==> src/hw/rtl/esp_pkg.sv <==
// Shared types and constants for the expiring slot pool.
`default_nettype none
package esp_pkg;
  localparam int SLOTS_DEF = 64;
  localparam int LIFE_W    = 20;
  localparam int ELAP_W    = 16;
  localparam int KIND_W    = 2;
  localparam int IDX_W     = 6;
  localparam int CNT_W     = 7;
  localparam int CFG_AW    = 3;

  typedef enum logic [KIND_W-1:0] {
    KIND_TICK    = 2'd0,
    KIND_ALLOC   = 2'd1,
    KIND_RESTART = 2'd2,
    KIND_NONE    = 2'd3
  } kind_t;

  localparam logic [CFG_AW-1:0] REG_LIFETIME   = 3'd0;
  localparam logic [CFG_AW-1:0] REG_START_FREE = 3'd4;

  // Per-cell command, broadcast to every cell of the row.
  typedef struct packed {
    logic             restart;
    logic             all_free;
    logic             alloc;
    logic             tick;
    logic [LIFE_W-1:0] life;
  } cell_cmd_t;
endpackage
`default_nettype wire

==> src/hw/rtl/esp_cell.sv <==
// One slot cell: liveness, remaining time, and its place in the shifting row.
`default_nettype none
module esp_cell import esp_pkg::*; (
  input  wire logic              clk,
  input  wire logic              rst_n,
  input  wire cell_cmd_t         cmd,
  input  wire logic              sel,       // alloc target
  input  wire logic              shift,     // tick walk: take neighbour's state
  input  wire logic [ELAP_W-1:0] elapsed,
  input  wire logic              in_live,
  input  wire logic [LIFE_W-1:0] in_rem,
  output      logic              live_r,
  output      logic [LIFE_W-1:0] rem_r,
  output      logic              exp_now     // head cell: expires on this step
);
  logic [LIFE_W-1:0] dec;
  assign dec     = (rem_r > LIFE_W'(elapsed)) ? rem_r - LIFE_W'(elapsed) : '0;
  assign exp_now = live_r && (dec == '0);

  always_ff @(posedge clk) begin
    if (!rst_n) begin
      live_r <= 1'b0;
      rem_r  <= '0;
    end else if (cmd.restart) begin
      live_r <= !cmd.all_free;
      rem_r  <= cmd.all_free ? '0 : cmd.life;
    end else if (cmd.alloc && sel) begin
      live_r <= 1'b1;
      rem_r  <= cmd.life;
    end else if (shift) begin
      live_r <= in_live;
      rem_r  <= in_rem;
    end
  end
endmodule
`default_nettype wire

==> config.mk <==
export PLATFORM = sky130hd
export DESIGN_NAME = esp_cell
export DESIGN_NICKNAME = d
export VERILOG_FILES = /design/src/hw/rtl/esp_pkg.sv /design/src/hw/rtl/esp_cell.sv
export SDC_FILE = /design/constraint.sdc
export NUM_CORES = 1
export LEC_CHECK = 0
export BUFFER_PORTS_ARGS = -buffer_cell sky130_fd_sc_hd__buf_2
export CAP_MARGIN = 20
export CORE_MARGIN = 2
export CORE_UTILIZATION = 45
export CTS_CLUSTER_SIZE = 25
export DETAILED_ROUTE_END_ITERATION = 10
export GPL_TIMING_DRIVEN = 0
export PLACE_DENSITY = 0.85
export SLEW_MARGIN = 40
export SYNTH_ARGS = -nofsm -noshare
export SYNTH_HDL_FRONTEND = slang
export SYNTH_SLANG_ARGS = --single-unit
==> constraint.sdc <==
create_clock -name clk -period 6.3 [get_ports clk]
set_input_delay 0 -clock clk [delete_from_list [all_inputs] [get_ports clk]]
set_output_delay 0 -clock clk [all_outputs]
set_load 0.005 [all_outputs]
==> results of run 1 <==
-- worst paths after layout --
kind	endpoint	slack (ns)	cells past startpoint
worst max-delay path	exp_now	2.91	13
worst min-delay path	rem_r[6]	0.01	3
worst max register to register	live_r	5.42	3
worst min register to register	rem_r[13]	0.55	2
-- stage by stage --
stage,util,instances
finish,0.578,506
detailed placement,0.569,502
floorplan,-,347
global placement,0.569,502
global route,0.578,506
CTS,0.578,506
-- cells in the mapped netlist, drive strengths merged (3+ instances only) --
master	n	area, um^2
nor4	3	25.0
o2111ai	4	35.0
inv	41	154
o21ai	30	150
nor2b	3	18.8
dfxtp	21	420
nand2b	4	25.0
clkbuf	17	67.6
a31oi	5	31.3
nor3b	3	22.5
buf	5	48.8
a311oi	19	166
nor2	49	184
a21o	8	61.3
nand3	7	35.0
and3	9	62.6
nand2	12	45.0
and2	3	20.0
o211ai	5	37.5
a21oi	40	200
mux2i	3	30.0
o21a	3	22.5
ha	16	200
o22ai	3	18.8
-- kinds of logic (layout without fill, tap and decap cells) --
family                     count (synthesis)  count (layout)  synth area share
DFF                                       21              21             0.176
buffers and inverters                     63             152             0.113
AOI/OAI and AO/OA                        134             134             0.369
and+or+nand+nor                          105             105             0.221
xor gates and xnor gates                   2               2           0.00732
adders and majority gates                 17              17            0.0920
muxes                                      5               5            0.0220
-- metal layers --
layer / up-vias / GRT usage / part of all wire
met5: - / 0 / 0
met4: 0 / 0.0691 / 0.013
met3: 8 / 0.0224 / 0.062
met2: 107 / 0.395 / 0.48
met1: 1279 / 0.293 / 0.45
li1: 1459 / - / -
-- critical path, stage by stage (launching register included) --
cell,delay (ns)
dfxtp_1,0.36
inv_1,0.05
ha_1,0.21
fa_1,0.42
xnor2_1,0.16
a2111o_1,0.40
a2111oi_2,0.33
o2111ai_1,0.21
a31oi_1,0.20
nand4_1,0.13
nor4_2,0.23
a21boi_1,0.11
o21ai_1,0.18
buf_2,0.15
-- report_power, final --
group | switching, mW | internal, mW | leakage (nW)
logic | 0.115 | 0.0917 | 1.28
registers | 0.0110 | 0.143 | 0.174
clock network | 0.0375 | 0.0448 | 0.0228
-- layout make-up --
cell class	instances	area, um^2
repair buffers	85	425
inverters	41	154
plain buffers	22	116
flip-flops and latches	21	420
multi-input cells	263	1700
clock buffers	4	45.0
fillers	513	2160
well taps	70	87.6
-- flip-flops by register name, indices dropped and copies added, names as in the netlist --
signal and count:
live_r 1, rem_r 20
==> summary.txt, run 1 <==
run status = complete, no violations
hold slack = 0.00970 ns
starting density of the core = 0.469
Final ANT Viol Nets = 0
commonest cells after routing, fill and taps aside = buf_2 (85), nor2_1 (49), inv_1 (41)
Final Cycle Share = 0.537
Root Buffer = clkbuf_8
die width = 76.9 um
slew at the pin closest to its max-slew limit = 0.518 ns
worst IR drop on VDD = 161 uV
Overflow after GRT = 0
DIE AREA = 5920 um^2
clk buf depth = 2
number of synthesized flops with an enable pin = 0
Max-Slew Margin vs Limit = 0.651
RR Startpoint = live_r
GRT Resource Usage Total = 0.226
CP Capture Type = primary output
Post-Syn Instances = 347
post-synthesis net count = 429
number of remaining DRC errors = 0
Clock Latency Late Sink = 0.25 ns
clock-pin transition on the worst setup and hold timing paths = 0.07 ns
ratio of cells with drive above 1 in the final layout = 0.250
largest net degree at the start of global routing = 12
synthesis-stage register bit count = 21
Hold Path Origin = cmd[6]
post-CTS setup buffers = 0
cell area after layout = 2950 um^2
WP data required = 6.30 ns
clk_skew = 0 ns
Power Dens Cells = 150 nW/um^2
# port buffers = 85
MaxCap Viol Count = 0
Hold Buf Count CTS = 0
RSZ-0062 raised after global routing = false
Post-DP Area = 2910 um^2
CTS tree = built
routed length per instance = 13.6 um
# clock sinks = 21
initial antenna violation count = 0
CP startpoint = rem_r[0]
CP max FO = 3
FP Rows = 26
Final GP Congestion = 0.928
antenna diode count = 0
Min-Delay Path Class = in -> reg
area delta synth->final = 23.3%
Max Transition Viols Final = 0
core area = 5110 um^2
Avg Cell Area, Syn = 6.90 um^2
Netlist Area Pre-Place = 2390 um^2
NumNets Final = 519
global-route wire length before repair = 11300 um
CTS resizes = 0
most common cell after layout, fill and taps aside = buf_2
TritonCTS Buffers = 3
Place WS = 3.21 ns
htree depth = 1
CP startpoint kind = flip-flop
drt total wl = 6900 um
post-synthesis sequential area ratio = 0.176
via count = 2853
Post-synth top flop = dfxtp_1
vias in the first global route = 2547
Worst Path Class, Setup = reg -> out
final critical-path required period = 3.39 ns
vias per cell = 5.64
endpoints failing setup = 0
f_max = 295 MHz
synth unique cells = 59
I/O pin cnt = 87
DR pass1 iterations = 4
Setup TNS Final = 0 ns
hpwl dp = 5690 um
DRT iter0 DRCs = 233
Ys Warns = 0
die height = 76.9 um
Final Power = 443 uW
asr flop ratio synth = 0
Worst Path Arrival = 3.39 ns
final setup margin = 2.91 ns
hold violation total from the final report = 0
Pleak = 1.48 nW
Note: power is estimated with default switching activity, not from simulation.
==> run 2: changes to the inputs <==
--- a/config.mk
+++ b/config.mk
@@ -12,7 +12,7 @@
 export CTS_CLUSTER_SIZE = 25
 export DETAILED_ROUTE_END_ITERATION = 10
 export GPL_TIMING_DRIVEN = 0
-export PLACE_DENSITY = 0.85
+export PLACE_DENSITY = 0.88
 export SLEW_MARGIN = 40
 export SYNTH_ARGS = -nofsm -noshare
 export SYNTH_HDL_FRONTEND = slang
==> constraint.sdc (replaced) <==
create_clock -name clk -period 3.1 [get_ports clk]
set_input_delay 0 -clock clk [delete_from_list [all_inputs] [get_ports clk]]
set_output_delay 0 -clock clk [all_outputs]
set_load 0.005 [all_outputs]
==> run 2 against run 1 <==
  * The run now ends with negative hold slack left
  * Sequential power grew 100%
  * Sequential cell count is the same
  * Count of clock-buffer cells in the layout is the same
  * Power grew 110%
  * Core utilization grew 1.8 points
  * Hold slack lost 0.013 ns
  * Design area grew 3.1%
  * Register-to-register slack lost 3.2 ns
  * Critical path depth shrank 2
  * Via count grew 4.1%
==> summary.txt, run 2 (same netlist as run 1, synthesis figures left out) <==
starting density of the core = 0.469
Pleak = 1.51 nW
Worst Path Class, Setup = reg -> out
DIE AREA = 5920 um^2
via count = 2970
Clock Latency Late Sink = 0.26 ns
Final GP Congestion = 0.975
Top Registers = rem_r (20), live_r (1)
CP max FO = 5
vias per cell = 5.81
Hold Path Origin = cmd[16]
f_max = 331 MHz
vias in the first global route = 2616
worst IR drop on VDD = 217 uV
Max Transition Viols Final = 0
initial antenna violation count = 0
CTS tree = built
failing checks = negative hold slack
DR pass1 iterations = 5
clk_skew = 0 ns
CP delay by family, top = simple AND/OR/NAND/NOR gates
die width = 76.9 um
Root Buffer = clkbuf_8
hold violation total from the final report = 1
Final Power = 929 uW
run status = complete, but fails checks
crit-path max cell delay = 0.50 ns
die height = 76.9 um
most common cell after layout, fill and taps aside = buf_2
Max-Slew Margin vs Limit = 0.673
RR Startpoint = live_r
ratio of cells with drive above 1 in the final layout = 0.286
commonest cells after routing, fill and taps aside = buf_2 (85), nor2_1 (49), inv_1 (41)
FP Rows = 26
DRT iter0 DRCs = 189
number of remaining DRC errors = 0
global-route wire length before repair = 11500 um
CP bufs+invs = 1
final setup margin = 0.0831 ns
max FFs per register = 20
NumNets Final = 524
CP Capture Type = primary output
cell area after layout = 3040 um^2
hold slack = -0.00289 ns
largest net degree at the start of global routing = 12
Sw Pwr = 350 uW
hpwl dp = 5610 um
Min-Delay Path Class = in -> reg
CP startpoint kind = flip-flop
# clock sinks = 21
# port buffers = 85
crit path max-delay cell type = or4_1
combinational group share of total power = 0.472
Internal = 578 uW
antenna diode count = 0
drt total wl = 7170 um
Setup TNS Final = 0 ns
GRT Resource Usage Total = 0.230
Overflow after GRT = 0
routed length per instance = 14.0 um
core area = 5110 um^2
Place WS = 0.191 ns
area delta synth->final = 27.1%
CP startpoint = rem_r[2]
clk buf depth = 2
Top reg by flops = rem_r
final critical-path required period = 3.02 ns
MaxCap Viol Count = 0
Final Cycle Share = 0.973
endpoints failing setup = 0
Worst Path Arrival = 3.02 ns
Sequential Area = 423 um^2
htree depth = 1
Post-DP Area = 2910 um^2
Clock Power Share = 0.191
switching share of total power = 0.377
fin util = 0.596
I/O pin cnt = 87
TritonCTS Buffers = 3
Final ANT Viol Nets = 0
clock-pin transition on the worst setup and hold timing paths = 0.07 ns
WP data required = 3.10 ns
RSZ-0062 raised after global routing = true
DP Cell Count = 502
crit path cell chain = ha_1, nor2b_2, o211ai_1, a21boi_2, or4_1, a21oi_1, o211ai_1, nor4_2, a21boi_1, o21ai_1, buf_2
fill count = 474
sequential share of power = 0.337
Multi-input gate area = 1750 um^2
CP most frequent cell = o211ai_1
Power Dens Cells = 305 nW/um^2
slew at the pin closest to its max-slew limit = 0.486 ns
Non-Filler Instances = 511
run 2: worst reg2reg max path, delay by kind of cell (launching register included):
kind           cells  cell delay (ns)
flip-flops         1             0.36
AO/OA/AOI/OAI      2             0.28
multiplexers       1             0.14
run 2: final timing paths:
path	endpoint	slack, ns	depth (start not counted)
worst max-delay path	exp_now	0.08	11
worst min-delay path	rem_r[16]	-0.003	3
worst max register to register	live_r	2.21	3
worst min register to register	rem_r[13]	0.56	2
run 2: cell type report:
cell class,count,share of cell area
plain buffers,22,0.0383
clock buffers,4,0.0148
inverters,41,0.0506
multi-input cells,263,0.575
flip-flops and latches,21,0.139
well taps,70,0.0288
repair buffers,90,0.153
run 2: layer usage:
metal  wire length (um)  GRT usage  vias up
met4                118      0.113        0
met2               3490      0.402      163
met5                  0          0        -
met3                602     0.0212       11
li1                   -          -     1458
met1               2960      0.281     1338
run 2: power groups by stage:
stage	Combinational (mW)	Clock (mW)	Sequential [mW]
floorplan	0.281	0	0.313
global placement	0.402	0	0.318
detailed placement	0.410	0	0.318
CTS	0.421	0.177	0.313
global route	0.483	0.190	0.316
finish	0.438	0.177	0.313
run 2: what timing repair did:
action / in CTS / in global routing
pin swaps: 7 / 3
gates cloned: 0 / 0
setup endpoints to repair: 1 / 1
buffers inserted: 2 / 2
endpoints found under the hold margin: 1 / 0
gates resized for setup: 6 / 9
hold buffers: 1 / 0
