<file path="config.mk">
export PLATFORM = sky130hd
export DESIGN_NAME = esp_stack
export DESIGN_NICKNAME = d
export VERILOG_FILES = /design/src/hw/rtl/esp_pkg.sv /design/src/hw/rtl/esp_stack.sv
export SDC_FILE = /design/constraint.sdc
export NUM_CORES = 1
export LEC_CHECK = 0
export ABC_AREA = 1
export BUFFER_PORTS_ARGS = -buffer_cell sky130_fd_sc_hd__buf_4
export CAP_MARGIN = 20
export CORE_UTILIZATION = 55
export DETAILED_ROUTE_END_ITERATION = 6
export GPL_TIMING_DRIVEN = 0
export PLACE_DENSITY = 0.71
export SETUP_SLACK_MARGIN = 0.5
export SLEW_MARGIN = 20
export SYNTH_ARGS = -nofsm -noshare
export SYNTH_HDL_FRONTEND = slang
export SYNTH_SLANG_ARGS = --single-unit
export TNS_END_PERCENT = 50
</file>
<file path="constraint.sdc">
create_clock -name clk -period 3.2 [get_ports clk]
set_input_delay 0.32 -clock clk [delete_from_list [all_inputs] [get_ports clk]]
set_output_delay 0.32 -clock clk [all_outputs]
set_load 0.05 [all_outputs]
</file>
<file path="src/hw/rtl/esp_pkg.sv">
// Shared types and constants for the expiring slot pool.
`default_nettype none
package esp_pkg;
  localparam int SLOTS_DEF = 64;
  localparam int LIFE_W    = 20;
  localparam int ELAP_W    = 16;
  localparam int KIND_W    = 2;
  localparam int IDX_W     = 6;
  localparam int CNT_W     = 7;
  localparam int CFG_AW    = 3;

  typedef enum logic [KIND_W-1:0] {
    KIND_TICK    = 2'd0,
    KIND_ALLOC   = 2'd1,
    KIND_RESTART = 2'd2,
    KIND_NONE    = 2'd3
  } kind_t;

  localparam logic [CFG_AW-1:0] REG_LIFETIME   = 3'd0;
  localparam logic [CFG_AW-1:0] REG_START_FREE = 3'd4;

  // Per-cell command, broadcast to every cell of the row.
  typedef struct packed {
    logic             restart;
    logic             all_free;
    logic             alloc;
    logic             tick;
    logic [LIFE_W-1:0] life;
  } cell_cmd_t;
endpackage
`default_nettype wire

</file>
<file path="src/hw/rtl/esp_stack.sv">
// Free slot stack held in a memory with a registered read, with push and pop.
`default_nettype none
module esp_stack import esp_pkg::*; #(
  parameter int SLOTS = SLOTS_DEF
) (
  input  wire logic                     clk,
  input  wire logic                     rst_n,
  input  wire logic                     restart,
  input  wire logic                     all_free,
  input  wire logic                     push,
  input  wire logic [$clog2(SLOTS+1)-1:0] push_val,
  input  wire logic                     pop,
  output      logic [$clog2(SLOTS+1)-1:0] depth_r,
  output      logic [$clog2(SLOTS+1)-1:0] top
);
  localparam int DW = $clog2(SLOTS+1);
  localparam int AW = (SLOTS > 1) ? $clog2(SLOTS) : 1;
  logic [DW-1:0] stk_r [SLOTS];
  logic [DW-1:0] rd_r;        // top entry, read ahead at the next depth so it lines up with depth_r
  logic [DW-1:0] lo_r;        // entries below this mark still hold their own index
  logic [DW-1:0] depth_nxt;
  logic [AW-1:0] top_a;
  logic [AW-1:0] rd_a;
  logic          wr_en;
  logic          pop_en;

  assign wr_en  = rst_n && !restart && push && (depth_r < DW'(SLOTS));
  assign pop_en = rst_n && !restart && !wr_en && pop && (depth_r != '0);

  always_comb begin
    if (!rst_n || restart) begin
      depth_nxt = (!rst_n || all_free) ? DW'(SLOTS) : '0;
    end else if (wr_en) begin
      depth_nxt = depth_r + DW'(1);
    end else if (pop_en) begin
      depth_nxt = depth_r - DW'(1);
    end else begin
      depth_nxt = depth_r;
    end
  end

  assign rd_a  = AW'(depth_nxt - DW'(1));
  assign top_a = AW'(depth_r - DW'(1));
  assign top   = (DW'(top_a) < lo_r) ? DW'(top_a) : rd_r;

  always_ff @(posedge clk) begin
    depth_r <= depth_nxt;
    if (!rst_n || restart) begin
      lo_r <= (!rst_n || all_free) ? DW'(SLOTS) : '0;
    end else if (wr_en && depth_r < lo_r) begin
      lo_r <= depth_r;
    end
  end

  always_ff @(posedge clk) begin
    if (wr_en) stk_r[AW'(depth_r)] <= push_val;
  end

  // a push lands exactly where the next top is, so forward it
  always_ff @(posedge clk) begin
    if (wr_en) rd_r <= push_val;
    else       rd_r <= stk_r[rd_a];
  end

  assert property (@(posedge clk) disable iff (!rst_n)
    push && !restart |-> depth_r < DW'(SLOTS)) else $error("push on full stack");
  assert property (@(posedge clk) disable iff (!rst_n)
    pop |-> depth_r != '0) else $error("pop on empty stack");
  assert property (@(posedge clk) disable iff (!rst_n)
    !(push && pop)) else $error("push and pop together");
  assert property (@(posedge clk) disable iff (!rst_n)
    lo_r <= DW'(SLOTS)) else $error("fill mark out of range");
endmodule
`default_nettype wire

</file>
==> results of run 1 <==
## metrics by stage
step	TNS, ns	worst slack [ns]	cells	hold WS (ns)
2_1_floorplan	0	0.5062	1782	0.4189
3_3_place_gp	0	0.003044	2269	0.6563
3_5_place_dp	0	0.1242	2275	0.6619
4_1_cts	0	0.08121	2383	0.07712
5_1_grt	-0.1975	-0.04170	2398	0.1204
6_report	0	0.01756	2398	0.08881
## worst min-delay path: stages
cell,delay (ns)
buf_4,0.08
a21oi_1,0.08
o21ai_0,0.07
## final cells by class
cell class,count,area [sq um],share of cell area (%)
flip-flops and latches,468,13940,60.51
multi-input cells,1163,5580,24.22
clock buffers,62,1338,5.804
plain buffers,101,643.1,2.791
well taps,461,576.8,2.503
repair buffers,67,546.8,2.373
clock inverters,26,209.0,0.9067
inverters,50,206.4,0.8959
## power groups by stage
stage | clock [uW] | combinational (uW) | sequential, uW
2_1_floorplan | 0 | 612 | 6890
3_3_place_gp | 0 | 1070 | 6880
3_5_place_dp | 0 | 1090 | 6880
4_1_cts | 5520 | 1190 | 6750
5_1_grt | 5740 | 1300 | 6750
6_report | 5560 | 1250 | 6750
## repair_timing
item,4_1_cts,5_1_grt
endpoints found under the setup margin,253,300
gates resized for setup,81,43
setup buffers,20,15
pin swaps,9,12
## logic make-up after synthesis
| group | count (synthesis) | synth area share [%] |
|---|---|---|
| flip-flops | 468 | 70.15 |
| buffers and inverters | 151 | 3.805 |
| adder cells (fa/ha/maj) | 14 | 0.8819 |
| AO/OA/AOI/OAI | 25 | 0.7307 |
| AND/OR/NAND/NOR | 1120 | 24.26 |
| XOR/XNOR | 4 | 0.1764 |
## worst max-delay path by stage
stage	startpoint	cells past startpoint	endpoint	slack, ns
final	flip-flop	15	top[5]	0.02
after global placement	restart	6	stk_r[35][4]	0.003
after floorplan	depth_r[1]	15	top[5]	0.51
after CTS	depth_r[0]	17	top[1]	0.08
after detailed placement	depth_r[1]	16	top[5]	0.12
after global routing	depth_r[0]	14	top[6]	-0.04
## placed cells by master, fill, tap and decap left out, types with 5 or more instances in the layout
cell and count:
ha_1 10, inv_2 15, nand2_2 16, buf_6 8
nor2_2 29, nor2_1 32, nor3_2 6, clkbuf_1 20
nor2_4 16, clkinv_1 8, clkbuf_16 52, buf_8 7
buf_2 49, clkbuf_2 5, edfxtp_1 456, buf_4 82
clkinv_2 12, nand3_1 393, inv_1 31, a21oi_1 10
nand2_1 604, nand2_4 11, nand4_1 6, dfxtp_1 9
## registers in the layout, indices dropped and copies added (netlist names), named ones only
signal and flops:
depth_r 7, lo_r 7, stk_r 448
## routing by layer
layer / vias up / global-route usage (%) / routed length [um]
li1: 6446 / - / -
met1: 7047 / 47.03 / 24070
met2: 1064 / 52.72 / 28590
met3: 227 / 9.172 / 7854
met4: 0 / 18.23 / 3438
met5: - / 0 / 0
==> results.sh, run 1 <==
export IMPL_setup_viol=0
export IMPL_slew_headroom_pct=32.24
export IMPL_ant_nets=0
export IMPL_synth_area_sq_um=19860
export IMPL_synth_most_common_cell="nand2_1"
export IMPL_cts_clk_slew_worst_paths_ns=0.07
export IMPL_intPower_uw=10280
export IMPL_power_frac_clock_pct=41.0
export IMPL_grt_setup_unrepaired="yes"
export IMPL_viasPerCell=6.165
export IMPL_sw_frac_of_total_pct=24.17
export IMPL_synth_commonest_cells="623 x nand2_1, 456 x edfxtp_1, 393 x nand3_1"
export IMPL_final_util_pct=64.79
export IMPL_power_uw=13550
export IMPL_die_y_um=192.0
export IMPL_rows=69
export IMPL_drt_iter0_drc=1969
export IMPL_power_frac_seq_pct=49.8
export IMPL_hold_depth=3
export IMPL_cp_required_ns=2.88
export IMPL_synth_edf_count=456
export IMPL_hp_start="all_free"
export IMPL_arrival_ns=2.86
export IMPL_drcViolationCount=0
export IMPL_worst_path_buf_inv=5
export IMPL_worst_setup_path_end_kind="primary output"
export IMPL_period_share_pct=99.45
export IMPL_yosys_warnings=0
export IMPL_fp_coreArea_sq_um=35570
export IMPL_cts_tree="done"
export IMPL_worst_slew_pin_slew_ns=1.013
export IMPL_critPathTopFamily="simple AND/OR/NAND/NOR gates"
export IMPL_cts_sinks=468
export IMPL_grt_pass1_wl_mm=90.49
export IMPL_place_congestion=0.9805
export IMPL_crit_type="flip-flop to primary output"
export IMPL_syn2layout_area_growth_pct=16.02
export IMPL_status="finished clean"
export IMPL_synth_area_leaders="edfxtp_1 69%, nand2_1 12%, nand3_1 9.9%, nor2_1 1.3%, buf_2 1.3%"
export IMPL_min_period_ns=3.182
export IMPL_totalWireLength_mm=63.95
export IMPL_cap_violations=0
export IMPL_grt_max_degree=65
export IMPL_p_leak_uw=0.008540
export IMPL_final_net_count=1927
export IMPL_synthFlopType="edfxtp_1"
export IMPL_timing_rr_start="depth_r[6]"
export IMPL_grt_pass1_vias=13830
export IMPL_syn_nets=1809
export IMPL_synth_seq_cells=468
export IMPL_crit_chain="buf_6 -> inv_4 -> buf_6 -> buf_4 -> nand2_1 -> nand3_1 -> nand3_1 -> nand2_1 -> nand2_1 -> nand3_1 -> nand3_1 -> nand2_1 -> nand2_1 -> nand2_4 -> buf_8"
export IMPL_via_count=14780
export IMPL_switchingPower_uw=3276
export IMPL_netlist_area_leader_share_pct=68.94
export IMPL_synthCells=1782
export IMPL_clk_latency_ns=0.58
export IMPL_postSynth_asyncResetShare_pct=0
export IMPL_startpoint_type="flip-flop"
export IMPL_hold_path_class="input pin to flip-flop"
export IMPL_combPwrFrac_pct=9.2
export IMPL_cts_max_level=2
export IMPL_grt_usage_pct=35.06
export IMPL_ios=27
export IMPL_yosysTopAreaCell="edfxtp_1"
export IMPL_initial_core_util_pct=55.84
export IMPL_holdPathEnd="lo_r[6]"
export IMPL_wl_per_cell_um=26.67
export IMPL_antenna_found_initial=0
export IMPL_grt_overflow=0
export IMPL_fp_dieArea_sq_um=36880
export IMPL_crit_slowest_cell="dfxtp_1"
export IMPL_die_x_um=192.0
export IMPL_n_fill_cell=2727
export IMPL_hpwl_mm=41.65
export IMPL_ff2ff_setup_slack_ns=0.47
export IMPL_cp_common_cell="nand2_1"
export IMPL_dr_pass1_iters=7
export IMPL_powerDensity_nw_per_um2=588.1
export IMPL_numPortBuffers=26
export IMPL_ir_drop_mv=0.5430
export IMPL_clock_path_buffers=3
export IMPL_diodes=0
export IMPL_ys_types=34
export IMPL_regToRegEndpoint="stk_r[17][1]"
export IMPL_synth_area_per_cell_sq_um=11.15
export IMPL_critPathMaxFanout=10
export IMPL_r2r_cells=7
export IMPL_placed_cell_area_sq_um=20820
export IMPL_root_buffer="clkbuf_16"
export IMPL_cts_buffers=49
export IMPL_slew_viol_final=0
export IMPL_max_stage_delay_ns=0.30
export IMPL_hold_viol=0
export IMPL_yosysSeqAreaShare_pct=70.15
export IMPL_finClkSkew_ns=0.02097
export IMPL_fmax_mhz=314.2
export IMPL_ctsHoldBuffers=0
export IMPL_final_area_sq_um=23040
export IMPL_drive_above_1_share_pct=17.76
Power figures use the tool's default switching activity.
==> run 2: changes to the inputs <==
--- a/config.mk
+++ b/config.mk
@@ -8,10 +8,12 @@
 export ABC_AREA = 1
 export BUFFER_PORTS_ARGS = -buffer_cell sky130_fd_sc_hd__buf_4
 export CAP_MARGIN = 20
-export CORE_UTILIZATION = 55
+export CELL_PAD_IN_SITES_DETAIL_PLACEMENT = 1
+export CELL_PAD_IN_SITES_GLOBAL_PLACEMENT = 1
+export CORE_UTILIZATION = 51
 export DETAILED_ROUTE_END_ITERATION = 6
 export GPL_TIMING_DRIVEN = 0
-export PLACE_DENSITY = 0.71
+export PLACE_DENSITY_LB_ADDON = 0.1
 export SETUP_SLACK_MARGIN = 0.5
 export SLEW_MARGIN = 20
 export SYNTH_ARGS = -nofsm -noshare
==> run 2 against run 1 <==
Against the previous run:
- the flow now finishes with violations (negative setup slack)
- largest power group unchanged
- die area is 7.8% higher
- routed wire length is 15% higher
- cell count is 2.5% higher
- sequential share of layout area is 0.64 points lower
- largest cell class unchanged
==> results.sh, run 2 (synthesis gave the netlist of run 1 again) <==
export IMPL_register_area_sq_um=13950
export IMPL_reg_largest_list="stk_r: 448 flops, depth_r: 7 flops, lo_r: 7 flops"
export IMPL_final_common_cell="nand2_1"
export IMPL_dp_cells=2327
export IMPL_fp_dieArea_sq_um=39740
export IMPL_rows=71
export IMPL_regMostFlops="stk_r"
export IMPL_min_period_ns=3.264
export IMPL_grt_overflow=0
export IMPL_cts_buffers=49
export IMPL_p_leak_uw=0.008567
export IMPL_ios=27
export IMPL_dr_pass1_iters=5
export IMPL_ant_nets=0
export IMPL_setup_slack_ns=-0.06407
export IMPL_placed_cell_area_sq_um=20900
export IMPL_slew_viol_final=0
export IMPL_worst_setup_path_end_kind="primary output"
export IMPL_fp_coreArea_sq_um=38020
export IMPL_totalWireLength_mm=73.57
export IMPL_die_x_um=199.4
export IMPL_slew_headroom_pct=31.04
export IMPL_viasPerCell=6.234
export IMPL_fin_hold_ws_ns=0.07619
export IMPL_cap_violations=0
export IMPL_final_cell_count_no_fill=2458
export IMPL_grt_pass1_vias=15480
export IMPL_worst_slew_pin_slew_ns=1.031
export IMPL_final_cell_mix="605 x nand2_1, 456 x edfxtp_1, 392 x nand3_1, 84 x buf_4, 52 x clkbuf_16"
export IMPL_largest_reg_flops=448
export IMPL_finClkSkew_ns=0.02222
export IMPL_place_congestion=0.9726
export IMPL_final_net_count=1933
export IMPL_grt_pass1_wl_mm=103.2
export IMPL_fmax_mhz=306.4
export IMPL_cp_required_ns=2.88
export IMPL_die_y_um=199.4
export IMPL_powerDensity_nw_per_um2=583.6
export IMPL_cts_clk_slew_worst_paths_ns=0.06
export IMPL_ctsHoldBuffers=0
export IMPL_drive_above_1_share_pct=18.03
export IMPL_multiInputGateArea_sq_um=5693
export IMPL_numPortBuffers=26
export IMPL_cts_sinks=468
export IMPL_startpoint_type="flip-flop"
export IMPL_hold_path_class="input pin to flip-flop"
export IMPL_hpwl_mm=48.55
export IMPL_wl_per_cell_um=29.93
export IMPL_n_fill_cell=3945
export IMPL_antenna_found_initial=1
export IMPL_drcViolationCount=0
export IMPL_via_count=15320
export IMPL_hold_viol=0
export IMPL_clock_path_buffers=3
export IMPL_status="finished, violations left"
export IMPL_grt_usage_pct=37.54
export IMPL_dp_slack_ns=-0.009813
export IMPL_drt_iter0_drc=1912
export IMPL_clk_latency_ns=0.62
export IMPL_critPathMaxFanout=10
export IMPL_violations="negative setup slack"
export IMPL_initial_core_util_pct=52.24
export IMPL_grt_max_degree=65
export IMPL_diodes=0
export IMPL_grt_setup_unrepaired="yes"
export IMPL_root_buffer="clkbuf_16"
export IMPL_period_share_pct=102.0
export IMPL_crit_type="flip-flop to primary output"
export IMPL_ir_drop_mv=0.5590
export IMPL_cts_max_level=2
export IMPL_arrival_ns=2.94
export IMPL_cts_tree="done"
export IMPL_setup_viol=7
export IMPL_final_area_sq_um=23290
export IMPL_syn2layout_area_growth_pct=17.28
==> run 2: cell types whose count changed in the layout (fill, tap and decap cells not counted), sizes merged <==
| cell | previous run | this run |
|---|---|---|
| clkbuf | 81 | 97 |
| clkinvlp | 1 | 5 |
| clkinv | 21 | 19 |
| inv | 51 | 48 |
| bufinv | 3 | 2 |
| buf | 149 | 145 |
==> run 2: layout make-up <==
class	count	share of cell area, %
clock inverters	24	0.7090
well taps	511	2.745
plain buffers	101	2.884
inverters	50	0.9346
flip-flops and latches	468	59.87
repair buffers	73	2.626
clock buffers	68	5.795
multi-input cells	1163	24.44
==> run 2: worst max-delay path: stages, from the launching register on <==
cell and delay, ns:
dfxtp_1 0.29, buf_2 0.15, inv_2 0.08, buf_4 0.22, buf_2 0.33, nand3_1 0.13
nand3_1 0.10, nand2_1 0.18, nand2_1 0.13, nand3_1 0.14, nand3_1 0.13, nand2_1 0.11
nand2_1 0.13, nand2_4 0.06, buf_8 0.14
==> run 2: repair_timing <==
item | 4_1_cts | 5_1_grt
endpoints found under the hold margin | 0 | 0
setup buffers | 27 | 12
pin swaps | 12 | 11
gates resized for setup | 115 | 52
setup endpoints to repair | 325 | 199
==> run 2: metal layers <==
metal  part of all wire (%)  global-route usage [%]  vias up
li1                       -                       -     6458
met1                     36                   48.50     7651
met2                     47                   59.93      971
met3                     11                   8.017      240
met4                    5.9                   19.34        2
met5                  0.018                       0        -
==> run 2: worst paths after layout <==
path	start	end	slack [ns]	cells after the start
hold reg to reg	depth_r[2]	lo_r[2]	0.78	3
setup reg to reg	depth_r[6]	stk_r[0][0]	0.32	7
hold / removal	restart	lo_r[6]	0.08	2
setup / recovery	flip-flop	top[5]	-0.06	14
==> run 2: where the power goes <==
part | switching, uW | internal, uW
Combinational | 935 | 349
Sequential | 13.5 | 6740
Clock | 2460 | 3100
==> run 2: metrics by stage <==
step	utilization [%]	total power (uW)	setup TNS, ns
after floorplan	-	7498	0
after global placement	54.66	7958	-6.470
after detailed placement	54.96	8002	-0.01957
after CTS	60.55	13480	-0.3598
after global routing	61.27	13810	-0.7313
final	61.27	13590	-0.3056
==> run 3: changes to the inputs <==
--- a/config.mk
+++ b/config.mk
@@ -5,13 +5,12 @@
 export SDC_FILE = /design/constraint.sdc
 export NUM_CORES = 1
 export LEC_CHECK = 0
-export ABC_AREA = 1
-export BUFFER_PORTS_ARGS = -buffer_cell sky130_fd_sc_hd__buf_4
 export CAP_MARGIN = 20
 export CELL_PAD_IN_SITES_DETAIL_PLACEMENT = 1
 export CELL_PAD_IN_SITES_GLOBAL_PLACEMENT = 1
-export CORE_UTILIZATION = 51
+export CORE_UTILIZATION = 55
 export DETAILED_ROUTE_END_ITERATION = 6
+export DONT_BUFFER_PORTS = 1
 export GPL_TIMING_DRIVEN = 0
 export PLACE_DENSITY_LB_ADDON = 0.1
 export SETUP_SLACK_MARGIN = 0.5
==> run 3 against run 2 <==
Against the previous run:
- the flow still finishes with violations (negative setup slack)
- clock-buffer cell count is 5 lower
- clock skew is 0.00082 ns lower
- core utilization is 4.8 points higher
- global-route usage is 6.7 points lower
- sequential cell count stayed put
- design area is 4.2% lower
- via count is 31% lower
- register-to-register slack better by 0.04 ns
- largest cell class unchanged
- area after synthesis is 4.4% lower
- combinational power is 59% higher
- first-iteration DRC count is 28% lower
==> results.sh, run 3 <==
export IMPL_status="finished, violations left"
export IMPL_violations="negative setup slack"
export IMPL_drcViolationCount=0
export IMPL_cts_clk_slew_worst_paths_ns=0.06
export IMPL_synth_edf_count=456
export IMPL_ir_drop_mv=0.5181
export IMPL_dr_pass1_iters=5
export IMPL_p_leak_uw=0.007309
export IMPL_regMostFlops="stk_r"
export IMPL_largest_reg_flops=448
export IMPL_synthCells=1014
export IMPL_period_share_pct=117.4
export IMPL_die_x_um=187.8
export IMPL_drt_iter0_drc=1376
export IMPL_final_common_cell="edfxtp_1"
export IMPL_yosysSeqAreaShare_pct=73.36
export IMPL_grt_overflow=0
export IMPL_setup_viol=7
export IMPL_via_count=10610
export IMPL_combPwrFrac_pct=14.5
export IMPL_cts_tree="done"
export IMPL_powerDensity_nw_per_um2=630.1
export IMPL_intPower_uw=10440
export IMPL_synth_seq_cells=468
export IMPL_grt_usage_pct=30.81
export IMPL_cap_violations=0
export IMPL_synth_commonest_cells="456 x edfxtp_1, 88 x mux4_2, 81 x nor2_1"
export IMPL_crit_path_end="top[0]"
export IMPL_slew_headroom_pct=28.64
export IMPL_totalWireLength_mm=53.41
export IMPL_numPortBuffers=0
export IMPL_hp_start="push_val[2]"
export IMPL_fp_coreArea_sq_um=33780
export IMPL_cts_buffers=48
export IMPL_hold_viol=0
export IMPL_final_cell_mix="456 x edfxtp_1, 88 x mux4_2, 59 x nor2_4, 55 x mux2i_1, 50 x clkbuf_16"
export IMPL_rows=67
export IMPL_cts_sinks=468
export IMPL_critPathTopFamily="compound AO/OA/AOI/OAI gates"
export IMPL_clk_latency_ns=0.56
export IMPL_wl_per_cell_um=33.89
export IMPL_ys_types=64
export IMPL_synth_most_common_cell="edfxtp_1"
export IMPL_hold_path_class="input pin to flip-flop"
export IMPL_initial_core_util_pct=56.22
export IMPL_syn2layout_area_growth_pct=17.56
export IMPL_ant_nets=0
export IMPL_synth_area_per_cell_sq_um=18.73
export IMPL_worst_path_buf_inv=1
export IMPL_final_net_count=1124
export IMPL_syn_nets=1041
export IMPL_grt_pass1_wl_mm=76.14
export IMPL_viasPerCell=6.735
export IMPL_grt_max_degree=65
export IMPL_critPathLaunch="depth_r[1]"
export IMPL_r2r_cells=4
export IMPL_worst_setup_path_end_kind="primary output"
export IMPL_cts_max_level=2
export IMPL_switchingPower_uw=3624
export IMPL_regToRegEndpoint="stk_r[25][2]"
export IMPL_startpoint_type="flip-flop"
export IMPL_hpwl_mm=33.64
export IMPL_n_fill_cell=2704
export IMPL_die_y_um=187.8
export IMPL_cp_required_ns=2.88
export IMPL_ios=27
export IMPL_fmax_mhz=266.2
export IMPL_diodes=0
export IMPL_grt_setup_unrepaired="yes"
export IMPL_clock_path_buffers=3
export IMPL_critPathMaxFanout=8
export IMPL_netlist_area_leader_share_pct=72.10
export IMPL_antenna_found_initial=0
export IMPL_worst_slew_pin_slew_ns=1.070
export IMPL_setup_tns_ns=-3.209
export IMPL_root_buffer="clkbuf_16"
export IMPL_postSynth_asyncResetShare_pct=0
export IMPL_dp_slack_ns=-0.4819
export IMPL_synthFlopType="edfxtp_1"
export IMPL_reg_largest_list="stk_r: 448 flops, depth_r: 7 flops, lo_r: 7 flops"
export IMPL_synth_area_sq_um=18990
export IMPL_yosysTopAreaCell="edfxtp_1"
export IMPL_setup_slack_ns=-0.5571
export IMPL_place_congestion=0.8409
export IMPL_power_frac_clock_pct=37.2
export IMPL_crit_type="flip-flop to primary output"
export IMPL_grt_pass1_vias=10920
export IMPL_synth_area_leaders="edfxtp_1 72%, mux4_2 10%, mux2i_1 3.0%, a22oi_1 1.6%, nor2_1 1.6%"
export IMPL_fp_dieArea_sq_um=35280
export IMPL_sw_frac_of_total_pct=25.76
export IMPL_min_period_ns=3.757
export IMPL_finClkSkew_ns=0.02139
export IMPL_yosys_warnings=0
export IMPL_crit_slowest_cell="a221oi_4"
export IMPL_max_stage_delay_ns=0.60
export IMPL_arrival_ns=3.44
export IMPL_ff2ff_setup_slack_ns=0.36
export IMPL_slew_viol_final=0
export IMPL_path_depth=10
export IMPL_power_frac_seq_pct=48.3
export IMPL_crit_chain="clkinvlp_4 -> ha_4 -> nor3b_4 -> xor2_2 -> ha_1 -> a21o_1 -> a21oi_4 -> o22a_4 -> nor2_4 -> a221oi_4"
export IMPL_drive_above_1_share_pct=31.47
export IMPL_timing_rr_start="depth_r[6]"
## run 3: logic make-up (layout without fill, tap and decap cells)
logic type / after synthesis / count (layout) / share of synthesized area, %
simple gates: 197 / 197 / 5.297
fa+ha+maj: 14 / 14 / 0.9223
buf+inv: 75 / 189 / 2.174
compound gates: 105 / 105 / 4.315
xor+xnor: 8 / 8 / 0.3689
flops: 468 / 468 / 73.36
mux: 147 / 147 / 13.56
## run 3: through the flow
| step | total power, uW | util (%) | hold slack, ns | cell area [sq um] | instances |
|---|---|---|---|---|---|
| after floorplan | 8034 | - | 0.4189 | 19150 | 1014 |
| after global placement | 8548 | 58.34 | 0.4222 | 19710 | 1462 |
| after detailed placement | 8575 | 58.38 | 0.4223 | 19720 | 1463 |
| after CTS | 13950 | 65.44 | 0.05771 | 22110 | 1570 |
| after global routing | 14370 | 66.09 | 0.09268 | 22330 | 1576 |
| final | 14070 | 66.09 | 0.1115 | 22330 | 1576 |
## run 3: worst min path at each step
stage	slack, ns	to	depth (start not counted)
2_1_floorplan	0.42	stk_r[0][0]	0
4_1_cts	0.06	lo_r[6]	2
6_report	0.11	stk_r[60][2]	1
5_1_grt	0.09	lo_r[6]	2
3_3_place_gp	0.42	stk_r[60][3]	0
3_5_place_dp	0.42	stk_r[60][3]	0
## run 3: cell type report
cell class	instances	area (sq um)	area share, %
repair buffers	33	414.1	1.855
flip-flops and latches	468	13950	62.49
plain buffers	56	420.4	1.883
multi-input cells	471	5480	24.54
well taps	448	560.5	2.511
inverters	19	82.58	0.3699
clock inverters	18	137.6	0.6164
clock buffers	63	1279	5.727
## run 3: routing by layer
metal	part of all wire, %	GRT usage, %	vias to the layer above
met5	0	0	-
met4	3.2	10.66	0
met3	8.8	6.045	94
met2	48	48.30	553
met1	40	43.74	5656
li1	-	-	4311
## run 3: timing repair
action                                 in CTS  in global routing
endpoints found under the hold margin     448                  0
buffers inserted                           19                  6
pin swaps                                  11                 10
hold buffers                                7                  0
resized for setup                         169                 41
setup endpoints to repair                 436                427
## run 3: power by group through the flow
stage          registers [uW]  clock network (uW)  logic, uW
2_1_floorplan            6910                   0       1120
3_3_place_gp             6920                   0       1620
5_1_grt                  6790                5470       2110
4_1_cts                  6790                5230       1930
6_report                 6790                5240       2040
3_5_place_dp             6920                   0       1650
